`config.mk`:
```
export PLATFORM = sky130hd
export DESIGN_NAME = json_string_unescape_utf8
export DESIGN_NICKNAME = d
export VERILOG_FILES = /design/src/sv/jsu_pkg.sv /design/src/sv/json_string_unescape_utf8.sv /design/src/sv/jsu_core.sv
export VERILOG_INCLUDE_DIRS = /design/src /design/src/sv
export SDC_FILE = /design/constraint.sdc
export NUM_CORES = 1
export LEC_CHECK = 0
export BUFFER_PORTS_ARGS = -buffer_cell sky130_fd_sc_hd__buf_2
export CORE_MARGIN = 4
export CORE_UTILIZATION = 45
export CTS_CLUSTER_DIAMETER = 200
export DETAILED_ROUTE_END_ITERATION = 7
export SLEW_MARGIN = 25
export SYNTH_ARGS = -nofsm -noshare
export SYNTH_HDL_FRONTEND = slang
export SYNTH_SLANG_ARGS = --single-unit
```
`constraint.sdc`:
```
create_clock -name aclk -period 8.15 [get_ports aclk]
set_clock_uncertainty 0.05 [all_clocks]
set_input_delay 0.815 -clock aclk [delete_from_list [all_inputs] [get_ports aclk]]
set_output_delay 0.815 -clock aclk [all_outputs]
set_load 0.02 [all_outputs]
```
`src/sv/json_string_unescape_utf8_macros.svh`:
```
// Assertion helpers shared by the decoder RTL.
`ifndef JSON_STRING_UNESCAPE_UTF8_MACROS_SVH
`define JSON_STRING_UNESCAPE_UTF8_MACROS_SVH

// Same-cycle implication, disabled while reset is asserted.
`define JSU_ASSERT_NOW(label, clk, rstn, ante, cons, msg) \
    label: assert property (@(posedge clk) disable iff (!(rstn)) (ante) |-> (cons)) \
        else $error(msg);

// Next-cycle implication, disabled while reset is asserted.
`define JSU_ASSERT_NEXT(label, clk, rstn, ante, cons, msg) \
    label: assert property (@(posedge clk) disable iff (!(rstn)) (ante) |=> (cons)) \
        else $error(msg);

`endif

```
`src/sv/jsu_pkg.sv`:
```
package jsu_pkg;

    typedef enum logic [2:0] {
        PH_TEXT     = 3'd0,
        PH_ESC      = 3'd1,
        PH_HEX      = 3'd2,
        PH_HIGH     = 3'd3,
        PH_HIGH_ESC = 3'd4,
        PH_LOW_HEX  = 3'd5
    } jsu_phase_t;

    localparam int MaxRes = 8;

    localparam logic [7:0] CH_QUOTE  = 8'h22;
    localparam logic [7:0] CH_BSLASH = 8'h5C;
    localparam logic [7:0] CH_LOW_U  = 8'h75;
    localparam logic [7:0] CH_LOW_N  = 8'h6E;
    localparam logic [7:0] CH_LOW_R  = 8'h72;
    localparam logic [7:0] CH_LOW_T  = 8'h74;
    localparam logic [7:0] CH_LOW_B  = 8'h62;
    localparam logic [7:0] CH_LOW_F  = 8'h66;
    localparam logic [7:0] CH_LF     = 8'h0A;
    localparam logic [7:0] CH_CR     = 8'h0D;
    localparam logic [7:0] CH_TAB    = 8'h09;
    localparam logic [7:0] CH_BS     = 8'h08;
    localparam logic [7:0] CH_FF     = 8'h0C;

    // Result words produced by one input word; cls marks a closing-quote word.
    typedef struct packed {
        logic [MaxRes-1:0][7:0] data;
        logic [MaxRes-1:0]      cls;
        logic [3:0]             cnt;
    } jsu_list_t;

    typedef struct packed {
        logic       ok;
        logic [3:0] val;
    } jsu_hex_t;

    typedef struct packed {
        logic [2:0]      len;
        logic [3:0][7:0] b;
    } jsu_utf8_t;

    function automatic jsu_hex_t hex_digit(input logic [7:0] c);
        jsu_hex_t r;
        r.ok  = 1'b0;
        r.val = 4'd0;
        if (c inside {[8'h30:8'h39]}) begin
            r.ok  = 1'b1;
            r.val = c[3:0];
        end else if (c inside {[8'h61:8'h66], [8'h41:8'h46]}) begin
            r.ok  = 1'b1;
            r.val = c[3:0] + 4'd9;
        end
        return r;
    endfunction

    function automatic logic is_high(input logic [15:0] v);
        return v inside {[16'hD800:16'hDBFF]};
    endfunction

    function automatic logic is_low(input logic [15:0] v);
        return v inside {[16'hDC00:16'hDFFF]};
    endfunction

    function automatic jsu_utf8_t utf8_enc(input logic [20:0] cp);
        jsu_utf8_t r;
        r.b = '0;
        if (cp < 21'h80) begin
            r.len  = 3'd1;
            r.b[0] = cp[7:0];
        end else if (cp < 21'h800) begin
            r.len  = 3'd2;
            r.b[0] = 8'hC0 | {3'b000, cp[10:6]};
            r.b[1] = 8'h80 | {2'b00, cp[5:0]};
        end else if (cp < 21'h10000) begin
            r.len  = 3'd3;
            r.b[0] = 8'hE0 | {4'b0000, cp[15:12]};
            r.b[1] = 8'h80 | {2'b00, cp[11:6]};
            r.b[2] = 8'h80 | {2'b00, cp[5:0]};
        end else begin
            r.len  = 3'd4;
            r.b[0] = 8'hF0 | {5'b00000, cp[20:18]};
            r.b[1] = 8'h80 | {2'b00, cp[17:12]};
            r.b[2] = 8'h80 | {2'b00, cp[11:6]};
            r.b[3] = 8'h80 | {2'b00, cp[5:0]};
        end
        return r;
    endfunction

endpackage

```
`src/sv/json_string_unescape_utf8.sv`:
```
// Output: the first result word of an input word appears on m_* the cycle after that word is accepted.
// Throughput: one input word per cycle when each causes at most one result word and
//   m_tready stays high; a word causing several results (up to 8, multi-byte UTF-8
//   and flushes) holds s_tready low until its final result word leaves the buffer,
//   and an m_tready stall holds s_tready low too. Words causing no result leave the buffer empty.
// Reset: synchronous, active-low aresetn; decoder returns to plain text, buffer empties.
`include "json_string_unescape_utf8_macros.svh"

module json_string_unescape_utf8 (
    input  logic       aclk,
    input  logic       aresetn,
    // input stream
    input  logic       s_tvalid,
    output logic       s_tready,
    input  logic [7:0] s_tdata,   // [7:0] data_byte
    input  logic       s_tuser,   // [0] doc_end
    // result stream
    output logic       m_tvalid,
    input  logic       m_tready,
    output logic [7:0] m_tdata,   // [7:0] out_byte
    output logic [1:0] m_tuser,   // [0] has_byte, [1] closed
    output logic       m_tlast    // last result word of the input word
);

    // Decoder state advances at input accept; its result list lands in a
    // buffer that drains one word per cycle while m_tready is high.
    jsu_pkg::jsu_list_t list, list_reg;
    logic [3:0] idx_reg, idx_next;
    logic [3:0] cnt_reg, cnt_next;
    logic       s_acc, m_acc, at_last;

    assign m_tvalid = (idx_reg != cnt_reg);
    assign at_last  = ((idx_reg + 4'd1) == cnt_reg);
    assign m_acc    = m_tvalid && m_tready;
    // take a new word when the buffer is empty or its final word leaves now
    assign s_tready = !m_tvalid || (m_tready && at_last);
    assign s_acc    = s_tvalid && s_tready;

    jsu_core u_core (
        .aclk    (aclk),
        .aresetn (aresetn),
        .in_acc  (s_acc),
        .in_byte (s_tdata),
        .in_end  (s_tuser),
        .list    (list)
    );

    always_comb begin
        idx_next = idx_reg;
        cnt_next = cnt_reg;
        if (s_acc) begin
            idx_next = 4'd0;
            cnt_next = list.cnt;
        end else if (m_acc) begin
            idx_next = idx_reg + 4'd1;
        end
    end

    always_ff @(posedge aclk) begin
        if (!aresetn) begin
            idx_reg <= '0;
            cnt_reg <= '0;
        end else begin
            idx_reg <= idx_next;
            cnt_reg <= cnt_next;
        end
    end

    // payload, no reset needed
    always_ff @(posedge aclk) begin
        if (s_acc) begin
            list_reg <= list;
        end
    end

    assign m_tdata    = list_reg.data[idx_reg[2:0]];
    assign m_tuser[0] = !list_reg.cls[idx_reg[2:0]];
    assign m_tuser[1] = list_reg.cls[idx_reg[2:0]];
    assign m_tlast    = at_last;

    `JSU_ASSERT_NOW(a_idx_bound, aclk, aresetn, 1'b1,
        (idx_reg <= cnt_reg) && (cnt_reg <= 4'd8), "result index out of range")
    `JSU_ASSERT_NEXT(a_drain_cont, aclk, aresetn, m_acc && !at_last && !s_acc,
        m_tvalid, "result burst broken before last word")
    `JSU_ASSERT_NOW(a_no_overrun, aclk, aresetn, s_acc && m_tvalid,
        m_acc && m_tlast, "input taken while results pending")
    `JSU_ASSERT_NEXT(a_load, aclk, aresetn, s_acc,
        idx_reg == 4'd0, "result index not restarted on input")

endmodule

```
`src/sv/jsu_core.sv`:
```
// Escape decoder: holds the escape state and turns one input word into
// its list of result words in a single combinational pass.
module jsu_core (
    input  logic              aclk,
    input  logic              aresetn,
    input  logic              in_acc,
    input  logic [7:0]        in_byte,
    input  logic              in_end,
    output jsu_pkg::jsu_list_t list
);

    jsu_pkg::jsu_phase_t phase_reg, phase_next;
    logic [15:0] hv_reg, hv_next;
    logic [2:0]  hc_reg, hc_next;
    logic [15:0] hh_reg, hh_next;
    logic [2:0][7:0] ds_reg;
    logic ds_we;

    logic emit_hi, emit_u, emit_cp, one_en, one_cls;
    logic plain_en, esc_en, single_en;
    logic [7:0]  one_byte;
    logic [20:0] cp;
    logic [15:0] hv4;
    logic [2:0]  hc1;
    jsu_pkg::jsu_hex_t  hd;
    jsu_pkg::jsu_utf8_t uh, uc;

    assign hd  = jsu_pkg::hex_digit(in_byte);
    assign hv4 = {hv_reg[11:0], hd.val};
    assign hc1 = hc_reg + 3'd1;
    assign uh  = jsu_pkg::utf8_enc({5'b00000, hh_reg});
    assign uc  = jsu_pkg::utf8_enc(cp);

    // Phase decode: what to emit and where to go.
    always_comb begin
        phase_next = phase_reg;
        hv_next    = hv_reg;
        hc_next    = hc_reg;
        hh_next    = hh_reg;
        ds_we      = 1'b0;
        emit_hi    = 1'b0;
        emit_u     = 1'b0;
        emit_cp    = 1'b0;
        cp         = '0;
        one_en     = 1'b0;
        one_cls    = 1'b0;
        one_byte   = 8'h00;
        plain_en   = 1'b0;
        esc_en     = 1'b0;
        single_en  = 1'b0;

        if (in_end) begin
            case (phase_reg)
                jsu_pkg::PH_ESC: begin
                    one_en   = 1'b1;
                    one_byte = jsu_pkg::CH_BSLASH;
                end
                jsu_pkg::PH_HEX: begin
                    emit_u = 1'b1;
                end
                jsu_pkg::PH_HIGH: begin
                    emit_hi = 1'b1;
                end
                jsu_pkg::PH_HIGH_ESC: begin
                    emit_hi  = 1'b1;
                    one_en   = 1'b1;
                    one_byte = jsu_pkg::CH_BSLASH;
                end
                jsu_pkg::PH_LOW_HEX: begin
                    emit_hi = 1'b1;
                    emit_u  = 1'b1;
                end
                default: begin
                end
            endcase
            phase_next = jsu_pkg::PH_TEXT;
            hv_next    = '0;
            hc_next    = '0;
            hh_next    = '0;
        end else begin
            case (phase_reg)
                jsu_pkg::PH_ESC: begin
                    esc_en = 1'b1;
                end
                jsu_pkg::PH_HEX: begin
                    if (!hd.ok) begin
                        emit_u   = 1'b1;
                        plain_en = 1'b1;
                    end else begin
                        hv_next   = hv4;
                        hc_next   = hc1;
                        ds_we     = (hc_reg < 3'd3);
                        single_en = (hc1 == 3'd4);
                    end
                end
                jsu_pkg::PH_HIGH: begin
                    if (in_byte == jsu_pkg::CH_BSLASH) begin
                        phase_next = jsu_pkg::PH_HIGH_ESC;
                    end else begin
                        emit_hi  = 1'b1;
                        plain_en = 1'b1;
                    end
                end
                jsu_pkg::PH_HIGH_ESC: begin
                    if (in_byte == jsu_pkg::CH_LOW_U) begin
                        phase_next = jsu_pkg::PH_LOW_HEX;
                        hv_next    = '0;
                        hc_next    = '0;
                    end else begin
                        emit_hi = 1'b1;
                        esc_en  = 1'b1;
                    end
                end
                jsu_pkg::PH_LOW_HEX: begin
                    if (!hd.ok) begin
                        emit_hi  = 1'b1;
                        emit_u   = 1'b1;
                        plain_en = 1'b1;
                    end else begin
                        hv_next = hv4;
                        hc_next = hc1;
                        ds_we   = (hc_reg < 3'd3);
                        if (hc1 == 3'd4) begin
                            if (jsu_pkg::is_low(hv4)) begin
                                // surrogate pair joins into one 4-byte code point
                                emit_cp    = 1'b1;
                                cp         = 21'h10000 + {1'b0, hh_reg[9:0], hv4[9:0]};
                                phase_next = jsu_pkg::PH_TEXT;
                            end else begin
                                emit_hi   = 1'b1;
                                single_en = 1'b1;
                            end
                        end
                    end
                end
                default: begin
                    plain_en = 1'b1;
                end
            endcase
        end

        if (plain_en) begin
            phase_next = jsu_pkg::PH_TEXT;
            if (in_byte == jsu_pkg::CH_QUOTE) begin
                one_en  = 1'b1;
                one_cls = 1'b1;
            end else if (in_byte == jsu_pkg::CH_BSLASH) begin
                phase_next = jsu_pkg::PH_ESC;
            end else begin
                one_en   = 1'b1;
                one_byte = in_byte;
            end
        end

        if (esc_en) begin
            phase_next = jsu_pkg::PH_TEXT;
            one_en     = 1'b1;
            case (in_byte)
                jsu_pkg::CH_LOW_N: one_byte = jsu_pkg::CH_LF;
                jsu_pkg::CH_LOW_R: one_byte = jsu_pkg::CH_CR;
                jsu_pkg::CH_LOW_T: one_byte = jsu_pkg::CH_TAB;
                jsu_pkg::CH_LOW_B: one_byte = jsu_pkg::CH_BS;
                jsu_pkg::CH_LOW_F: one_byte = jsu_pkg::CH_FF;
                jsu_pkg::CH_LOW_U: begin
                    one_en     = 1'b0;
                    phase_next = jsu_pkg::PH_HEX;
                    hv_next    = '0;
                    hc_next    = '0;
                end
                default: one_byte = in_byte;
            endcase
        end

        // four complete digits, not joined: either park a high half or emit
        if (single_en) begin
            if (jsu_pkg::is_high(hv4)) begin
                hh_next    = hv4;
                phase_next = jsu_pkg::PH_HIGH;
            end else begin
                emit_cp    = 1'b1;
                cp         = {5'b00000, hv4};
                phase_next = jsu_pkg::PH_TEXT;
            end
        end
    end

    // List build, fixed order: pending high half, 'u'+digits, code point, single word.
    always_comb begin
        logic [3:0] n;
        n    = 4'd0;
        list = '0;
        if (emit_hi) begin
            for (int k = 0; k < 4; k++) begin
                if (3'(k) < uh.len) begin
                    list.data[n[2:0]] = uh.b[k];
                    n = n + 4'd1;
                end
            end
        end
        if (emit_u) begin
            list.data[n[2:0]] = jsu_pkg::CH_LOW_U;
            n = n + 4'd1;
            for (int k = 0; k < 3; k++) begin
                if (3'(k) < hc_reg) begin
                    list.data[n[2:0]] = ds_reg[k];
                    n = n + 4'd1;
                end
            end
        end
        if (emit_cp) begin
            for (int k = 0; k < 4; k++) begin
                if (3'(k) < uc.len) begin
                    list.data[n[2:0]] = uc.b[k];
                    n = n + 4'd1;
                end
            end
        end
        if (one_en) begin
            list.data[n[2:0]] = one_cls ? 8'h00 : one_byte;
            list.cls[n[2:0]]  = one_cls;
            n = n + 4'd1;
        end
        list.cnt = n;
    end

    always_ff @(posedge aclk) begin
        if (!aresetn) begin
            phase_reg <= jsu_pkg::PH_TEXT;
            hv_reg    <= '0;
            hc_reg    <= '0;
            hh_reg    <= '0;
        end else if (in_acc) begin
            phase_reg <= phase_next;
            hv_reg    <= hv_next;
            hc_reg    <= hc_next;
            hh_reg    <= hh_next;
        end
    end

    // raw digit bytes, only read below hc_reg
    always_ff @(posedge aclk) begin
        if (in_acc && ds_we) begin
            ds_reg[hc_reg[1:0]] <= in_byte;
        end
    end

endmodule
```
## After elaboration in Yosys (flattened, before gate mapping)

Cells that the tools add are included.

- Flip-flop bits (word level): 142
- Bits in latches: 0
- RAM bits: 0
- Memory bits (read-only): 0
- Output and inout bits: 13
- Logic and storage cells: 335
- Memories kept: 0

- Add/subtract/negate cells: 16
- $mul: 0
- Div/mod/pow operators: 0
- Magnitude comparators: 54
- Equal/unequal tests: 21
- Shifts and indexed selects: 0
- Mux-type cells: 189
- Bitwise operators: 5
- Reductions and logical operators: 32

Operators with widths:

| operator | number |
|---|---|
| $mux W64 | 20 |
| $bwmux W64 | 11 |
| $demux W8 S3 | 12 |
| $mux W8 | 26 |
| $mux W16 | 11 |
| $mux W21 | 7 |
| $mux W4 | 22 |
| $mux W72 | 1 |
| $mux W3 | 19 |
| $eq A8 B7 Y1 const B | 7 |
| $add A4 B1 Y4 const B | 13 |
| $lt A3 B4 Y1 const B | 13 |
| $pmux W8 S6 | 1 |
| $or A40 B40 Y40 | 1 |
| $mux W1 | 39 |
| $ge A3 B1 Y1 const B | 12 |
| $ge A16 B16 Y1 const B | 2 |
| $le A16 B16 Y1 const B | 2 |
| $pmux W16 S2 | 1 |
| $ne A6 B2 Y1 const B | 5 |
| $and A24 B24 Y24 | 1 |
| $bmux W8 S3 | 1 |
| $bwmux W24 | 1 |
| $mux W24 | 1 |
| other kinds (46) | 88 |

## Longest topological paths before layout

- Word-level depth: 51
- Gate-level depth with buffers: 39
- Mapped depth without buffers: 33

## Modules after synthesis

A second synthesis with hierarchy kept.

- Cell total of the unflattened synthesis: 1658
- Area, all modules: 13511.7 um^2

Modules (own cells, without submodules):

| module | times used | cells each | area an instance (um^2) | seq. area each (um^2) |
|---|---|---|---|---|
| jsu_core | 1 | 1501 | 10336.2 | 1401.3 |
| json_string_unescape_utf8 | 1 | 157 | 3175.5 | 2322.2 |

## Worst setup path after synthesis

No wires, ideal clock.

- Path kind: input port to flip-flop
- From: input port s_tdata[1]
- To: register list_reg[15] (netlist bit), data pin
- Arrival: 8.215 ns
- Path slack: -0.374 ns
- Stages: 37
- Path buffers: 6
- Cell sequence: inv_1 ha_1 o21bai_1 a2111oi_4 o21ai_2 a21oi_4 inv_2 clkbuf_1 buf_1 ha_1 inv_1 xnor2_1 ha_1 nand2b_1 o211ai_2 nor2_1 ha_1 o31ai_1 nor2_1 ha_1 clkbuf_1 ha_1 o21ai_0 nand2_1 ha_1 clkbuf_1 o21a_1 ha_1 nor2b_1 o21ai_0 o21ai_0 or3_1 and3_1 buf_2 nand4_1 buf_4 mux2_2

RTL lines:

| item | RTL line | text |
|---|---|---|
| start, declared | json_string_unescape_utf8.sv:15 | `input logic [7:0] s_tdata,` |
| end signal, assigned | json_string_unescape_utf8.sv:72 | `list_reg <= list;` |
| end, declared | json_string_unescape_utf8.sv:27 | `jsu_pkg::jsu_list_t list, list_reg;` |

==> results.py <==
metrics = {
    "status": {
        "outcome": "complete, but fails checks",
        "violations": "DRC",
    },
    "floorplanning": {
        "die_w_um": 176,
        "initial_core_util_pct": 45.7,
        "io_pins": 26,
        "core-area_um2": 27900,
        "rows": 61,
        "die-area_um2": 31100,
        "die_h_um": 176,
    },
    "routing": {
        "first_pass_iters": 8,
        "wl_per_cell_um": 30.1,
        "drt_iter0_drc": 2413,
        "num_vias": 14052,
        "viasPerCell": 7.04,
        "post-route-drc-count": 2,
        "drt_wl_total_um": 60100,
        "ant_nets": 0,
    },
    "synthesis": {
        "synth_cell_type_count": 98,
        "synth_top_area_share_pct": 22.6,
        "synth-seq-cells": 138,
        "yosysWarnings": 0,
        "synth_nets": 1633,
        "synthArstFlopShare_pct": 0,
        "synth_top_area_cell": "edfxtp_1",
        "yosysSeqAreaShare_pct": 29.2,
        "postSynthAreaPerCell_um2": 7.96,
        "synth_area_um2": 12700,
        "syn_inst": 1600,
        "synth.top_cells.by_area": "edfxtp_1 23%, dfxtp_1 6.6%, nor2_1 6.1%",
        "synth_ff_type": "edfxtp_1",
        "synth-edff-count": 96,
    },
    "placed_design": {
        "finalWeightedCongestion": 1.10,
        "dpl.cell_count": 1959,
        "hpwl_um": 45800,
        "place_ws_ps": -1.97,
        "portBuffers": 25,
        "dpl_cell_area_um2": 13400,
    },
    "finish": {
        "nFillCells": 2759,
        "fin_util_pct": 50.5,
        "multi_input_area_um2": 8460,
        "final_cell_area_um2": 14100,
        "diodes": 0,
        "final_nets": 1637,
        "fin_cells": 1995,
        "regArea_um2": 3720,
        "drive_above_1_share_pct": 14.0,
        "syn2layout_area_growth_pct": 10.5,
        "largest_reg_flops": 72,
    },
    "setup_path": {
        "worstReg2RegStart": "u_core.hh_reg[15]",
        "crit_fanout": 8,
        "endpoint_kind": "register",
        "worstReg2RegEnd": "list_reg[15]",
        "worst_ep_arrival_time_ps": 7840,
        "slowest_stage": "a2111oi_4",
        "r2r_cells": 31,
        "reg2reg_slack_ps": 470,
        "critical_path_class": "primary input to register",
        "critical_path.max_stage_delay_ps": 410,
        "cp_common_cell": "ha_1",
        "worstPathRequired_ps": 8270,
        "cp-start-kind": "primary input",
    },
    "grt": {
        "grt_max_degree": 48,
        "overflow": 0,
        "grt_first_pass_wirelength_um": 87500,
        "grt_pass1_vias": 12949,
        "grt_usage_pct": 37.9,
        "antenna_found_initial": 2,
    },
    "power": {
        "power_mw": 3.08,
        "sw_frac_of_total_pct": 40.8,
        "p_int_mw": 1.82,
        "p_seq_share_pct": 34.1,
        "vdd_ir_drop_max_mv": 0.121,
        "pwr-share-comb_pct": 39.4,
        "p_clk_share_pct": 26.5,
        "power.leakage_nw": 4.95,
        "power.switching_mw": 1.26,
        "p_per_area_nw_per_um2": 219,
    },
    "sta": {
        "final.setup.tns_ps": 0,
        "rsz0062_at_grt": "false",
        "slew_headroom_pct": 19.4,
        "fmax_mhz": 130,
        "post-route-period-util_pct": 94.7,
        "layout_setup_ws_ps": 430,
        "finalMaxSlewViolations": 0,
        "setup_viol": 0,
        "whs_ps": 469,
        "hold_viol": 0,
        "worst_pin_slew_ps": 1210,
        "post-route-min-period_ps": 7720,
    },
    "worst_hold_path": {
        "min_from": "cnt_reg[3]",
        "hold_path_class": "register to register",
        "hold_path_depth": 2,
        "holdPathEnd": "cnt_reg[3]",
    },
    "clocking": {
        "tritoncts": "yes",
        "max-clock-path-buffers": 2,
        "root_buffer": "clkbuf_16",
        "cts_sinks": 138,
        "clk_pin_slew_worst_paths_ps": 70,
        "htree_levels": 4,
        "holdBufCountCts": 0,
        "cts-buffers-inserted": 17,
        "clock_latency_ps": 440,
    },
    "run": {
        "drv_cap": 0,
    },
}
==> cell families (layout without fill, tap and decap cells) <==
family,after synthesis,in the layout,share of synthesized area [%]
adder cells (fa/ha/maj),20,20,1.97
AO/OA/AOI/OAI,563,563,31.0
multiplexers,60,60,6.64
XOR/XNOR,38,38,2.97
AND/OR/NAND/NOR,631,631,23.4
buffers and inverters,150,167,4.82
flip-flops,138,138,29.2
==> cell type report <==
type                            instances  area share (%)
Tap cell                              378            3.36
Timing Repair Buffer                  103            5.03
Multi-Input combinational cell       1312            60.2
Sequential cell                       138            26.5
Inverter                               32           0.854
Clock buffer                           17            3.02
Clock inverter                         15            1.09
==> routing by layer <==
metal	share of wire, %	wire length [µm]	vias up	track usage (%)
met5	0.042	25	-	0
met4	6.3	3780	4	18.8
met3	12	6990	219	8.97
met2	43	26100	1054	58.4
met1	39	23200	6622	50.2
li1	-	-	6153	-
==> worst max-delay path: cells and delay by family <==
| family | cells | cell delay (ps) |
|---|---|---|
| AO/OA/AOI/OAI | 10 | 1970 |
| AND/OR/NAND/NOR | 8 | 1610 |
| multiplexers | 1 | 350 |
| buffers and inverters | 6 | 650 |
| XOR/XNOR | 1 | 130 |
| adder cells (fa/ha/maj) | 8 | 2290 |
==> timing repair <==
item | CTS | global route
endpoints found under the setup margin | 0 | 3
hold endpoints to repair | 0 | 0
setup buffers | 0 | 4
gates resized for setup | 0 | 2
==> worst max-delay path by stage <==
stage,slack (ps),start,end
5_1_grt,8,s_tdata[1],list_reg[15]
3_5_place_dp,-2,s_tdata[1],list_reg[17]
3_3_place_gp,20,s_tdata[1],list_reg[17]
6_report,430,s_tdata[1],list_reg[15]
4_1_cts,420,s_tdata[1],list_reg[17]
2_1_floorplan,20,s_tdata[1],list_reg[15]
==> power by group through the flow <==
stage                     Clock, mW  Combinational [mW]  Sequential, mW
final                         0.816                1.21            1.05
after floorplan                   0               0.804            1.04
after global routing          0.849                1.27            1.06
after CTS                     0.811                1.17            1.05
after detailed placement          0                1.17            1.07
after global placement            0                1.17            1.06
==> Yosys cell counts, types with 7 or more instances <==
cell type / n
nor2_1: 208
nand2_1: 174
a21oi_1: 117
edfxtp_1: 96
o21ai_0: 87
clkbuf_1: 81
nand3_1: 57
nor3_1: 50
dfxtp_1: 42
a211oi_1: 40
o211ai_1: 37
a31oi_1: 35
o22ai_1: 35
a32oi_1: 29
inv_1: 29
mux2i_1: 26
xnor2_1: 23
buf_2: 22
and3_1: 21
a22o_1: 20
ha_1: 20
a22oi_1: 18
mux4_2: 18
o221ai_1: 16
or3_1: 16
mux2_2: 15
nand2b_1: 14
o31ai_1: 13
and2_1: 11
nor4_1: 11
a21o_1: 10
nand4_1: 9
xor2_1: 9
buf_1: 8
o21ai_1: 8
a221oi_1: 7
nor2b_1: 7
nor3_2: 7
o211a_1: 7
o22a_1: 7
or2_2: 7
or4_1: 7
==> cells in the final DEF, fill, tap and decap left out, types with 17 or more instances in the layout <==
cell	count
nor2_1	207
nand2_1	172
a21oi_1	116
edfxtp_1	96
o21ai_0	85
buf_4	77
nand3_1	56
nor3_1	49
dfxtp_1	42
a211oi_1	40
o211ai_1	37
a31oi_1	35
o22ai_1	35
a32oi_1	29
inv_1	28
mux2i_1	26
buf_2	26
xnor2_1	23
and3_1	21
a22o_1	20
ha_1	20
a22oi_1	18
mux4_2	18
clkbuf_16	17
No activity file was read; power rests on OpenSTA's default activity.
